<file path="src/sv/scf_pkg.sv">
// ----------------------------------------------------------------------------
// scf_pkg
// Shared types and fixed widths for the strip cluster finder.
// ----------------------------------------------------------------------------
package scf_pkg;

  // Fixed port widths
  localparam int CHARGE_BITS = 16;
  localparam int REGION_W    = 4;
  localparam int WIDTH_W     = 6;
  localparam int STRIP_OUT_W = 9;
  localparam int HALF_W      = 10;
  localparam int BARY_W      = 17;
  localparam int TOTAL_W     = 21;

  // Fraction bits of the barycentric centre
  localparam int FRAC_BITS = 8;

  typedef enum logic [1:0] {
    ST_IDLE,
    ST_LOAD,
    ST_DIVIDE,
    ST_FINISH
  } scf_state_t;

  // Controller to datapath
  typedef struct packed {
    logic accept;
    logic load_div;
    logic step_div;
    logic load_out;
  } scf_cmd_t;

  // Datapath to controller
  typedef struct packed {
    logic close;
    logic div_last;
    logic out_free;
  } scf_status_t;

endpackage

</file>
<file path="src/sv/scf_ctrl.sv">
// ----------------------------------------------------------------------------
// scf_ctrl
// Sequencer: strip intake, divider start, divider run, result hand-off.
// ----------------------------------------------------------------------------
module scf_ctrl import scf_pkg::*; (
  input  logic        clk,
  input  logic        rst,
  input  logic        in_valid,
  output logic        in_stall,
  input  scf_status_t status,
  output scf_cmd_t    cmd
);

  scf_state_t state;
  scf_state_t state_next;

  always_ff @(posedge clk) begin
    if (rst) begin
      state <= ST_IDLE;
    end else begin
      state <= state_next;
    end
  end

  always_comb begin
    state_next   = state;
    cmd          = '0;
    in_stall     = 1'b1;
    case (state)
      ST_IDLE: begin
        in_stall   = 1'b0;
        cmd.accept = in_valid;
        if (in_valid && status.close) begin
          state_next = ST_LOAD;
        end
      end
      ST_LOAD: begin
        cmd.load_div = 1'b1;
        state_next   = ST_DIVIDE;
      end
      ST_DIVIDE: begin
        cmd.step_div = 1'b1;
        if (status.div_last) begin
          state_next = ST_FINISH;
        end
      end
      ST_FINISH: begin
        if (status.out_free) begin
          cmd.load_out = 1'b1;
          state_next   = ST_IDLE;
        end
      end
      default: begin
        state_next = ST_IDLE;
      end
    endcase
  end

endmodule

</file>
<file path="src/sv/scf_datapath.sv">
// ----------------------------------------------------------------------------
// scf_datapath
// Strip counters, run accumulators, restoring divider and result register.
// ----------------------------------------------------------------------------
module scf_datapath import scf_pkg::*; #(
  parameter int NUM_BLOCKS   = 12,
  parameter int BLOCK_STRIPS = 32
) (
  input  logic                   clk,
  input  logic                   rst,
  input  scf_cmd_t               cmd,
  output scf_status_t            status,
  input  logic [CHARGE_BITS-1:0] strip_charge,
  input  logic                   cfg_valid,
  input  logic                   cfg_ready,
  input  logic [CHARGE_BITS-1:0] cfg_data,
  input  logic                   out_stall,
  output logic                   out_valid,
  output logic [REGION_W-1:0]    region,
  output logic [WIDTH_W-1:0]     width,
  output logic [STRIP_OUT_W-1:0] first_strip,
  output logic [STRIP_OUT_W-1:0] peak_strip,
  output logic [HALF_W-1:0]      half_strip_centre,
  output logic [STRIP_OUT_W-1:0] strip_centre,
  output logic [BARY_W-1:0]      bary_centre,
  output logic [TOTAL_W-1:0]     total_charge
);

  localparam int STRIP_W = $clog2(NUM_BLOCKS * BLOCK_STRIPS);
  localparam int BLK_W   = (NUM_BLOCKS > 1) ? $clog2(NUM_BLOCKS) : 1;
  localparam int POS_W   = $clog2(BLOCK_STRIPS);
  localparam int RUN_W   = $clog2(BLOCK_STRIPS + 1);
  localparam int SUM_W   = CHARGE_BITS + RUN_W;
  localparam int PROD_W  = CHARGE_BITS + STRIP_W;
  localparam int WSUM_W  = SUM_W + STRIP_W;
  localparam int QW      = STRIP_W + FRAC_BITS;
  localparam int CNT_W   = $clog2(QW);

  logic [CHARGE_BITS-1:0] threshold;

  logic [STRIP_W-1:0] strip_cnt;
  logic [BLK_W-1:0]   blk_cnt;
  logic [POS_W-1:0]   pos_cnt;

  logic                   cluster_open;
  logic [STRIP_W-1:0]     start_strip;
  logic [BLK_W-1:0]       start_blk;
  logic [RUN_W-1:0]       run_width;
  logic [SUM_W-1:0]       charge_sum;
  logic [WSUM_W-1:0]      moment_sum;
  logic [CHARGE_BITS-1:0] max_charge;
  logic [STRIP_W-1:0]     max_strip;

  logic [SUM_W-1:0] div_rem;
  logic [QW-1:0]    div_sr;
  logic [CNT_W-1:0] div_cnt;

  logic              above;
  logic              block_end;
  logic              blk_last;
  logic [PROD_W-1:0] prod;
  logic [SUM_W:0]    trial;
  logic [SUM_W:0]    diff;
  logic              quo_bit;

  logic [BLK_W:0]     region_full;
  logic [STRIP_W+1:0] half_full;
  logic [STRIP_W:0]   centre_full;

  assign above     = strip_charge > threshold;
  assign block_end = pos_cnt == POS_W'(BLOCK_STRIPS - 1);
  assign blk_last  = blk_cnt == BLK_W'(NUM_BLOCKS - 1);
  assign prod      = PROD_W'(strip_charge) * PROD_W'(strip_cnt);

  assign status.close    = cluster_open ? (!above || block_end) : (above && block_end);
  assign status.div_last = div_cnt == CNT_W'(QW - 1);
  assign status.out_free = !out_valid || !out_stall;

  always_ff @(posedge clk) begin
    if (rst) begin
      threshold <= '0;
    end else if (cfg_valid && cfg_ready) begin
      threshold <= cfg_data;
    end
  end

  // Strip position counters
  always_ff @(posedge clk) begin
    if (rst) begin
      strip_cnt <= '0;
      blk_cnt   <= '0;
      pos_cnt   <= '0;
    end else if (cmd.accept) begin
      if (block_end) begin
        pos_cnt <= '0;
        if (blk_last) begin
          blk_cnt   <= '0;
          strip_cnt <= '0;
        end else begin
          blk_cnt   <= blk_cnt + BLK_W'(1);
          strip_cnt <= strip_cnt + STRIP_W'(1);
        end
      end else begin
        pos_cnt   <= pos_cnt + POS_W'(1);
        strip_cnt <= strip_cnt + STRIP_W'(1);
      end
    end
  end

  always_ff @(posedge clk) begin
    if (rst) begin
      cluster_open <= 1'b0;
    end else if (cmd.accept) begin
      cluster_open <= above && !block_end;
    end
  end

  // Run accumulators; hold their values through the divide after a close
  always_ff @(posedge clk) begin
    if (cmd.accept && above) begin
      if (!cluster_open) begin
        start_strip <= strip_cnt;
        start_blk   <= blk_cnt;
        run_width   <= RUN_W'(1);
        charge_sum  <= SUM_W'(strip_charge);
        moment_sum  <= WSUM_W'(prod);
        max_charge  <= strip_charge;
        max_strip   <= strip_cnt;
      end else begin
        run_width  <= run_width + RUN_W'(1);
        charge_sum <= charge_sum + SUM_W'(strip_charge);
        moment_sum <= moment_sum + WSUM_W'(prod);
        if (strip_charge > max_charge) begin
          max_charge <= strip_charge;
          max_strip  <= strip_cnt;
        end
      end
    end
  end

  // Restoring divider, one quotient bit per clock: (moment_sum << 8) / charge_sum.
  // moment_sum >> STRIP_W is always below charge_sum, so QW quotient bits suffice.
  assign trial   = {div_rem, div_sr[QW-1]};
  assign diff    = trial - {1'b0, charge_sum};
  assign quo_bit = trial >= {1'b0, charge_sum};

  always_ff @(posedge clk) begin
    if (cmd.load_div) begin
      div_rem <= SUM_W'(moment_sum >> STRIP_W);
      div_sr  <= {moment_sum[STRIP_W-1:0], FRAC_BITS'(0)};
      div_cnt <= '0;
    end else if (cmd.step_div) begin
      div_rem <= quo_bit ? diff[SUM_W-1:0] : trial[SUM_W-1:0];
      div_sr  <= {div_sr[QW-2:0], quo_bit};
      div_cnt <= div_cnt + CNT_W'(1);
    end
  end

  assign region_full = (BLK_W + 1)'(NUM_BLOCKS) - {1'b0, start_blk};
  assign half_full   = {1'b0, start_strip, 1'b0} + (STRIP_W + 2)'(run_width)
                       - (STRIP_W + 2)'(1);
  assign centre_full = {1'b0, start_strip}
                       + (STRIP_W + 1)'((run_width - RUN_W'(1)) >> 1);

  always_ff @(posedge clk) begin
    if (rst) begin
      out_valid <= 1'b0;
    end else if (cmd.load_out) begin
      out_valid <= 1'b1;
    end else if (!out_stall) begin
      out_valid <= 1'b0;
    end
  end

  always_ff @(posedge clk) begin
    if (cmd.load_out) begin
      region            <= REGION_W'(region_full);
      width             <= WIDTH_W'(run_width);
      first_strip       <= STRIP_OUT_W'(start_strip);
      peak_strip        <= STRIP_OUT_W'(max_strip);
      half_strip_centre <= HALF_W'(half_full);
      strip_centre      <= STRIP_OUT_W'(centre_full);
      bary_centre       <= BARY_W'(div_sr);
      total_charge      <= TOTAL_W'(charge_sum);
    end
  end

  a_load_out_free: assert property (@(posedge clk) disable iff (rst)
    cmd.load_out |-> status.out_free)
    else $error("result loaded over an untaken result");

  a_close_ends_run: assert property (@(posedge clk) disable iff (rst)
    (cmd.accept && status.close) |=> !cluster_open)
    else $error("run still open after close");

  a_run_width: assert property (@(posedge clk) disable iff (rst)
    cluster_open |-> (run_width != '0 && run_width < RUN_W'(BLOCK_STRIPS)))
    else $error("open run width out of range");

  a_div_start: assert property (@(posedge clk) disable iff (rst)
    cmd.load_div |=> div_rem < charge_sum)
    else $error("divider partial remainder not below divisor");

endmodule

</file>
<file path="src/sv/strip_cluster_finder.sv">
// ----------------------------------------------------------------------------
// strip_cluster_finder
// Streaming threshold clustering of strip charges with per-cluster centroids.
// ----------------------------------------------------------------------------
//
//  channel  dir  handshake            payload
//  -------  ---  -------------------  ------------------------------------------
//  in       in   in_valid / in_stall  strip_charge
//  out      out  out_valid/out_stall  region, width, first_strip, peak_strip,
//                                     half_strip_centre, strip_centre,
//                                     bary_centre, total_charge
//  cfg      in   cfg_valid/cfg_ready  cfg_data (threshold)
//
//  One strip transfer per clock while no cluster closes.
//  A closing strip stalls the input through a load state, the bit-serial
//  barycentre divider (one divider bit per clock) and a hand-off state.
//  A result waiting on out_stall holds only the next hand-off; strips keep
//  flowing until the next close, whose stall then lasts until the result
//  register frees.
//  Synchronous active-high reset clears counters, run state and threshold.
// ----------------------------------------------------------------------------
module strip_cluster_finder import scf_pkg::*; #(
  parameter int NUM_BLOCKS   = 12,
  parameter int BLOCK_STRIPS = 32
) (
  input  logic                   clk,
  input  logic                   rst,
  // strip input
  input  logic                   in_valid,
  output logic                   in_stall,
  input  logic [CHARGE_BITS-1:0] strip_charge,
  // threshold write
  input  logic                   cfg_valid,
  output logic                   cfg_ready,
  input  logic [CHARGE_BITS-1:0] cfg_data,
  // cluster output
  output logic                   out_valid,
  input  logic                   out_stall,
  output logic [REGION_W-1:0]    region,
  output logic [WIDTH_W-1:0]     width,
  output logic [STRIP_OUT_W-1:0] first_strip,
  output logic [STRIP_OUT_W-1:0] peak_strip,
  output logic [HALF_W-1:0]      half_strip_centre,
  output logic [STRIP_OUT_W-1:0] strip_centre,
  output logic [BARY_W-1:0]      bary_centre,
  output logic [TOTAL_W-1:0]     total_charge
);

  scf_cmd_t    cmd;
  scf_status_t status;

  // Threshold writes must arrive only while idle (unenforced); cfg_ready is 1.
  assign cfg_ready = 1'b1;

  // Controller: intake, divider sequencing, result hand-off
  scf_ctrl u_ctrl (
    .clk      (clk),
    .rst      (rst),
    .in_valid (in_valid),
    .in_stall (in_stall),
    .status   (status),
    .cmd      (cmd)
  );

  // Datapath: counters, run accumulators, divider, result register
  scf_datapath #(
    .NUM_BLOCKS   (NUM_BLOCKS),
    .BLOCK_STRIPS (BLOCK_STRIPS)
  ) u_datapath (
    .clk               (clk),
    .rst               (rst),
    .cmd               (cmd),
    .status            (status),
    .strip_charge      (strip_charge),
    .cfg_valid         (cfg_valid),
    .cfg_ready         (cfg_ready),
    .cfg_data          (cfg_data),
    .out_stall         (out_stall),
    .out_valid         (out_valid),
    .region            (region),
    .width             (width),
    .first_strip       (first_strip),
    .peak_strip        (peak_strip),
    .half_strip_centre (half_strip_centre),
    .strip_centre      (strip_centre),
    .bary_centre       (bary_centre),
    .total_charge      (total_charge)
  );

endmodule
</file>
<file path="config.mk">
export PLATFORM = sky130hd
export DESIGN_NAME = strip_cluster_finder
export DESIGN_NICKNAME = d
export VERILOG_FILES = /design/src/sv/scf_pkg.sv /design/src/sv/scf_ctrl.sv /design/src/sv/scf_datapath.sv /design/src/sv/strip_cluster_finder.sv
export SDC_FILE = /design/constraint.sdc
export NUM_CORES = 1
export LEC_CHECK = 0
export CORE_MARGIN = 1
export CORE_UTILIZATION = 35
export CTS_CLUSTER_DIAMETER = 40
export DETAILED_ROUTE_END_ITERATION = 12
export DONT_BUFFER_PORTS = 1
export HOLD_SLACK_MARGIN = 0.1
export PLACE_DENSITY_LB_ADDON = 0.12
export SYNTH_ARGS = -nofsm -noshare
export SYNTH_HDL_FRONTEND = slang
export SYNTH_SLANG_ARGS = --single-unit
</file>
<file path="constraint.sdc">
create_clock -name clk -period 7.6 [get_ports clk]
set_input_delay 0.38 -clock clk [delete_from_list [all_inputs] [get_ports clk]]
set_output_delay 0.38 -clock clk [all_outputs]
set_load 0.1 [all_outputs]
</file>
==> insert_results.sql <==
INSERT INTO impl_metrics (metric_group, metric, value, unit) VALUES
('run_status', 'outcome', 'finished, final reports clean', ''),
('logic_synthesis', 'synth_top_cell_by_area', 'sky130_fd_sc_hd__edfxtp_1', ''),
('worst_setup_path', 'worstSetupPathType', 'reg -> reg', ''),
('worst_setup_path', 'crit-reg2reg-launch', 'u_datapath.strip_cnt[7]', ''),
('worst_setup_path', 'critPathArrivalTime', '7390', 'ps'),
('clock_tree', 'worst_skew_pair.late_latency', '560', 'ps'),
('final_layout', 'area_growth_syn_to_layout', '15.4', '%'),
('final_layout', 'count_of_placed_standard_cells_in_the_final_layout_fillers_left_out', '2666', ''),
('floorplan', 'core_area', '54100', 'um2'),
('placement', 'hpwlAfterDp', '35.7', 'mm'),
('logic_synthesis', 'synth_top_flop_cell', 'sky130_fd_sc_hd__edfxtp_1', ''),
('logic_synthesis', 'synth-seq-cells', '264', ''),
('logic_synthesis', 'async_reset_ff_frac', '0', ''),
('timing', 'relSlewSlack', '0.235', ''),
('floorplan', 'die-area', '56000', 'um2'),
('final_layout', 'fillerInstances', '5136', ''),
('routing', 'final_antenna_net_count', '0', ''),
('placement', 'finalWeightedCongestion', '0.815', ''),
('grt', 'grt_max_degree', '71', ''),
('routing', 'dr.pass1.iters', '5', ''),
('routing', 'vias', '13522', ''),
('placement', 'number_of_buffers_added_on_ports', '0', ''),
('final_layout', 'post_route_cells_drive_above_1_share', '0.0766', ''),
('run', 'maxCapViolations', '0', ''),
('hold_path', 'hp-class', 'in -> reg', ''),
('logic_synthesis', 'yosys-top-cells-area', 'sky130_fd_sc_hd__edfxtp_1 33%, sky130_fd_sc_hd__ha_1 11%, sky130_fd_sc_hd__fa_1 11%', ''),
('clock_tree', 'cts_inserted_buffers', '45', ''),
('logic_synthesis', 'synth_seq_area_share', '0.385', ''),
('placement', 'placedCellCount', '2530', ''),
('final_layout', 'final_nets', '2251', ''),
('grt', 'grt.overflow.total', '0', ''),
('worst_setup_path', 'startpoint_type', 'flop', ''),
('timing', 'timing.clock.skew', '14.3', 'ps'),
('grt', 'first_pass_grt_wire_length', '79.2', 'mm'),
('clock_tree', 'cts_tree', 'done', ''),
('logic_synthesis', 'yosys_warnings', '0', ''),
('timing', 'timing.setup.tns', '0', 'ps'),
('timing', 'unrepaired_setup_endpoints_after_global_routing', 'no', ''),
('clock_tree', 'htree_num_levels', '2', ''),
('timing', 'fraction_of_the_cycle_the_final_worst_path_needs', '0.937', ''),
('logic_synthesis', 'yosysTopAreaCellShare', '0.332', ''),
('routing', 'drc_violation_count_after_routing', '0', ''),
('floorplan', 'design.portCount', '125', ''),
('timing', 'number_of_pins_with_negative_max_slew_slack_in_the_final_report', '0', ''),
('power', 'pwr_density_cell', '290', 'nW/um2'),
('timing', 'timing.final.ws_setup', '480', 'ps'),
('routing', 'routed_wirelength', '50.9', 'mm'),
('logic_synthesis', 'number_of_flops_mapped_to_enable_cells_by_yosys', '213', ''),
('logic_synthesis', 'yosysUniqueCellTypes', '72', ''),
('clock_tree', 'clk_pin_slew_worst_paths', '50', 'ps'),
('logic_synthesis', 'postSynthAreaPerCell', '10.3', 'um2'),
('final_layout', 'ff_latch_area', '7420', 'um2'),
('timing', 'setup-violations-final', '0', ''),
('logic_synthesis', 'netlist_instances', '1880', ''),
('worst_setup_path', 'kind_of_capture_point_of_the_worst_setup_path', 'flop', ''),
('clock_tree', 'cts_num_sinks', '264', ''),
('floorplan', 'initial_utilization', '0.356', ''),
('timing', 'tightest_slew', '1140', 'ps'),
('power', 'worst_ir_drop_vdd', '0.155', 'mV'),
('timing', 'timing.final.crit_period', '7120', 'ps'),
('worst_setup_path', 'worstPathRequired', '7870', 'ps'),
('routing', 'drt-initial-drc-count', '675', ''),
('grt', 'first_global_vias', '13480', ''),
('power', 'total_leakage_power', '9.74', 'nW'),
('placement', 'placement.setup.worst_slack', '315', 'ps'),
('floorplan', 'die_width', '237', 'um'),
('timing', 'maxClockFrequency', '0.140', 'GHz'),
('routing', 'per_cell_via_count_in_the_routed_design', '5.07', ''),
('hold_path', 'timing.hold.worst.start', 'strip_charge[4]', ''),
('floorplan', 'floorplan.die.height', '237', 'um'),
('grt', 'number_of_antenna_violations_at_the_first_check_in_global_routing', '0', '');
[synth_stat cells, drive strengths merged, types with 51 or more instances]
library cell,instances
clkbuf,54
a21oi,92
xnor2,72
and2,81
nor2,102
inv,240
edfxtp,213
ha,177
nand2,160
fa,104
dfxtp,51
o21ai,85
[routing by layer]
| layer | routed length [um] | share of wire | GRT usage | vias to the layer above |
|---|---|---|---|---|
| met4 | 961 | 0.019 | 0.0455 | 0 |
| met3 | 1630 | 0.032 | 0.0255 | 64 |
| li1 | - | - | - | 6603 |
| met1 | 23800 | 0.47 | 0.247 | 6642 |
| met2 | 24500 | 0.48 | 0.309 | 213 |
| met5 | 0 | 0 | 0 | - |
[layout by cell type, fill, tap and decap left out, drive strengths merged, types with 8 or more instances in the layout]
master,instances
inv,253
edfxtp,213
ha,177
nand2,160
fa,104
nor2,102
a21oi,92
o21ai,85
and2,81
xnor2,72
clkbuf,52
dlygate4sd3,51
dfxtp,51
a21o,50
mux2i,47
xor2,39
nand3,27
buf,26
mux2,25
nand4,21
nor3,20
and3,18
nor2b,17
nand2b,15
a31oi,14
o21a,11
o21bai,10
nand3b,10
or3,10
clkinv,10
a211oi,8
a22o,8
nor4,8
o211ai,8
[sequential cells by signal, summed over array words and instances (netlist names), 2 cells and up]
name / count
u_datapath.pos_cnt: 5
u_datapath.div_sr: 17
u_datapath.max_charge: 16
u_datapath.region: 4
u_datapath.strip_cnt: 9
u_datapath.width: 6
u_datapath.bary_centre: 17
u_datapath.charge_sum: 22
u_datapath.div_cnt: 5
u_datapath.peak_strip: 9
u_datapath.total_charge: 21
u_datapath.div_rem: 22
u_datapath.moment_sum: 31
u_datapath.max_strip: 9
u_datapath.run_width: 6
u_datapath.half_strip_centre: 10
u_datapath.first_strip: 9
u_datapath.start_blk: 4
u_datapath.threshold: 16
u_datapath.start_strip: 9
u_ctrl.state: 2
u_datapath.strip_centre: 9
u_datapath.blk_cnt: 4
[timing repair]
item,4_1_cts,5_1_grt
setup buffers,0,0
resized for setup,0,4
setup endpoints to repair,0,5
hold buffers,52,0
endpoints found under the hold margin,59,0
[report_power, final]
group	internal [mW]	switching (mW)
Combinational	0.905	1.29
Clock	1.37	0.772
Sequential	1.92	0.199
Total	4.19	2.26
[area by class of cell]
cell class,count,area share
Sequential cell,264,0.334
Clock inverter,32,0.0178
Inverter,240,0.0405
Timing Repair Buffer,77,0.0323
Multi-Input combinational cell,1305,0.482
Clock buffer,52,0.0542
Tap cell,696,0.0392
[path summary, 6_finish.rpt]
| check | end | cells after the start | slack (ps) |
|---|---|---|---|
| min | u_datapath.charge_sum[4] | 2 | 140 |
| min reg2reg | u_datapath.peak_strip[2] | 0 | 410 |
| max reg2reg | u_datapath.moment_sum[23] | 25 | 480 |
| max | u_datapath.moment_sum[23] | 25 | 480 |
[critical path: stages (launching register included)]
cell and delay [ps]:
sky130_fd_sc_hd__dfxtp_1 460, sky130_fd_sc_hd__buf_4 290, sky130_fd_sc_hd__and2_1 180, sky130_fd_sc_hd__fa_1 440, sky130_fd_sc_hd__fa_1 520, sky130_fd_sc_hd__fa_1 540
sky130_fd_sc_hd__inv_1 50, sky130_fd_sc_hd__fa_1 520, sky130_fd_sc_hd__inv_1 40, sky130_fd_sc_hd__ha_1 230, sky130_fd_sc_hd__a2111oi_4 300, sky130_fd_sc_hd__o31ai_1 200
sky130_fd_sc_hd__a41o_1 330, sky130_fd_sc_hd__a21oi_1 250, sky130_fd_sc_hd__o21bai_1 90, sky130_fd_sc_hd__a21oi_1 180, sky130_fd_sc_hd__xnor2_1 170, sky130_fd_sc_hd__ha_1 330
sky130_fd_sc_hd__a21o_1 210, sky130_fd_sc_hd__a21o_1 200, sky130_fd_sc_hd__a2111oi_2 410, sky130_fd_sc_hd__nand3_1 180, sky130_fd_sc_hd__a31oi_1 310, sky130_fd_sc_hd__o21ai_0 170
sky130_fd_sc_hd__xnor2_1 150, sky130_fd_sc_hd__a21oi_1 80
[logic make-up after synthesis]
family | synth area share
xor gates and xnor gates | 0.0504
muxes | 0.0390
buffers and inverters | 0.0611
other | 0.000195
AOI/OAI and AO/OA | 0.114
and+or+nand+nor | 0.127
adders and majority gates | 0.223
DFF | 0.385
[per-stage QoR]
step           hold slack [ps]  area, um2  power, mW   util
2_1_floorplan              400      19300       3.78      -
3_3_place_gp               409      20100       4.29  0.371
3_5_place_dp               406      20100       4.31  0.371
4_1_cts                    117      22200       6.53  0.411
5_1_grt                    153      22200       6.87  0.411
6_report                   143      22200       6.46  0.411
(Power assumes the default switching activity.)
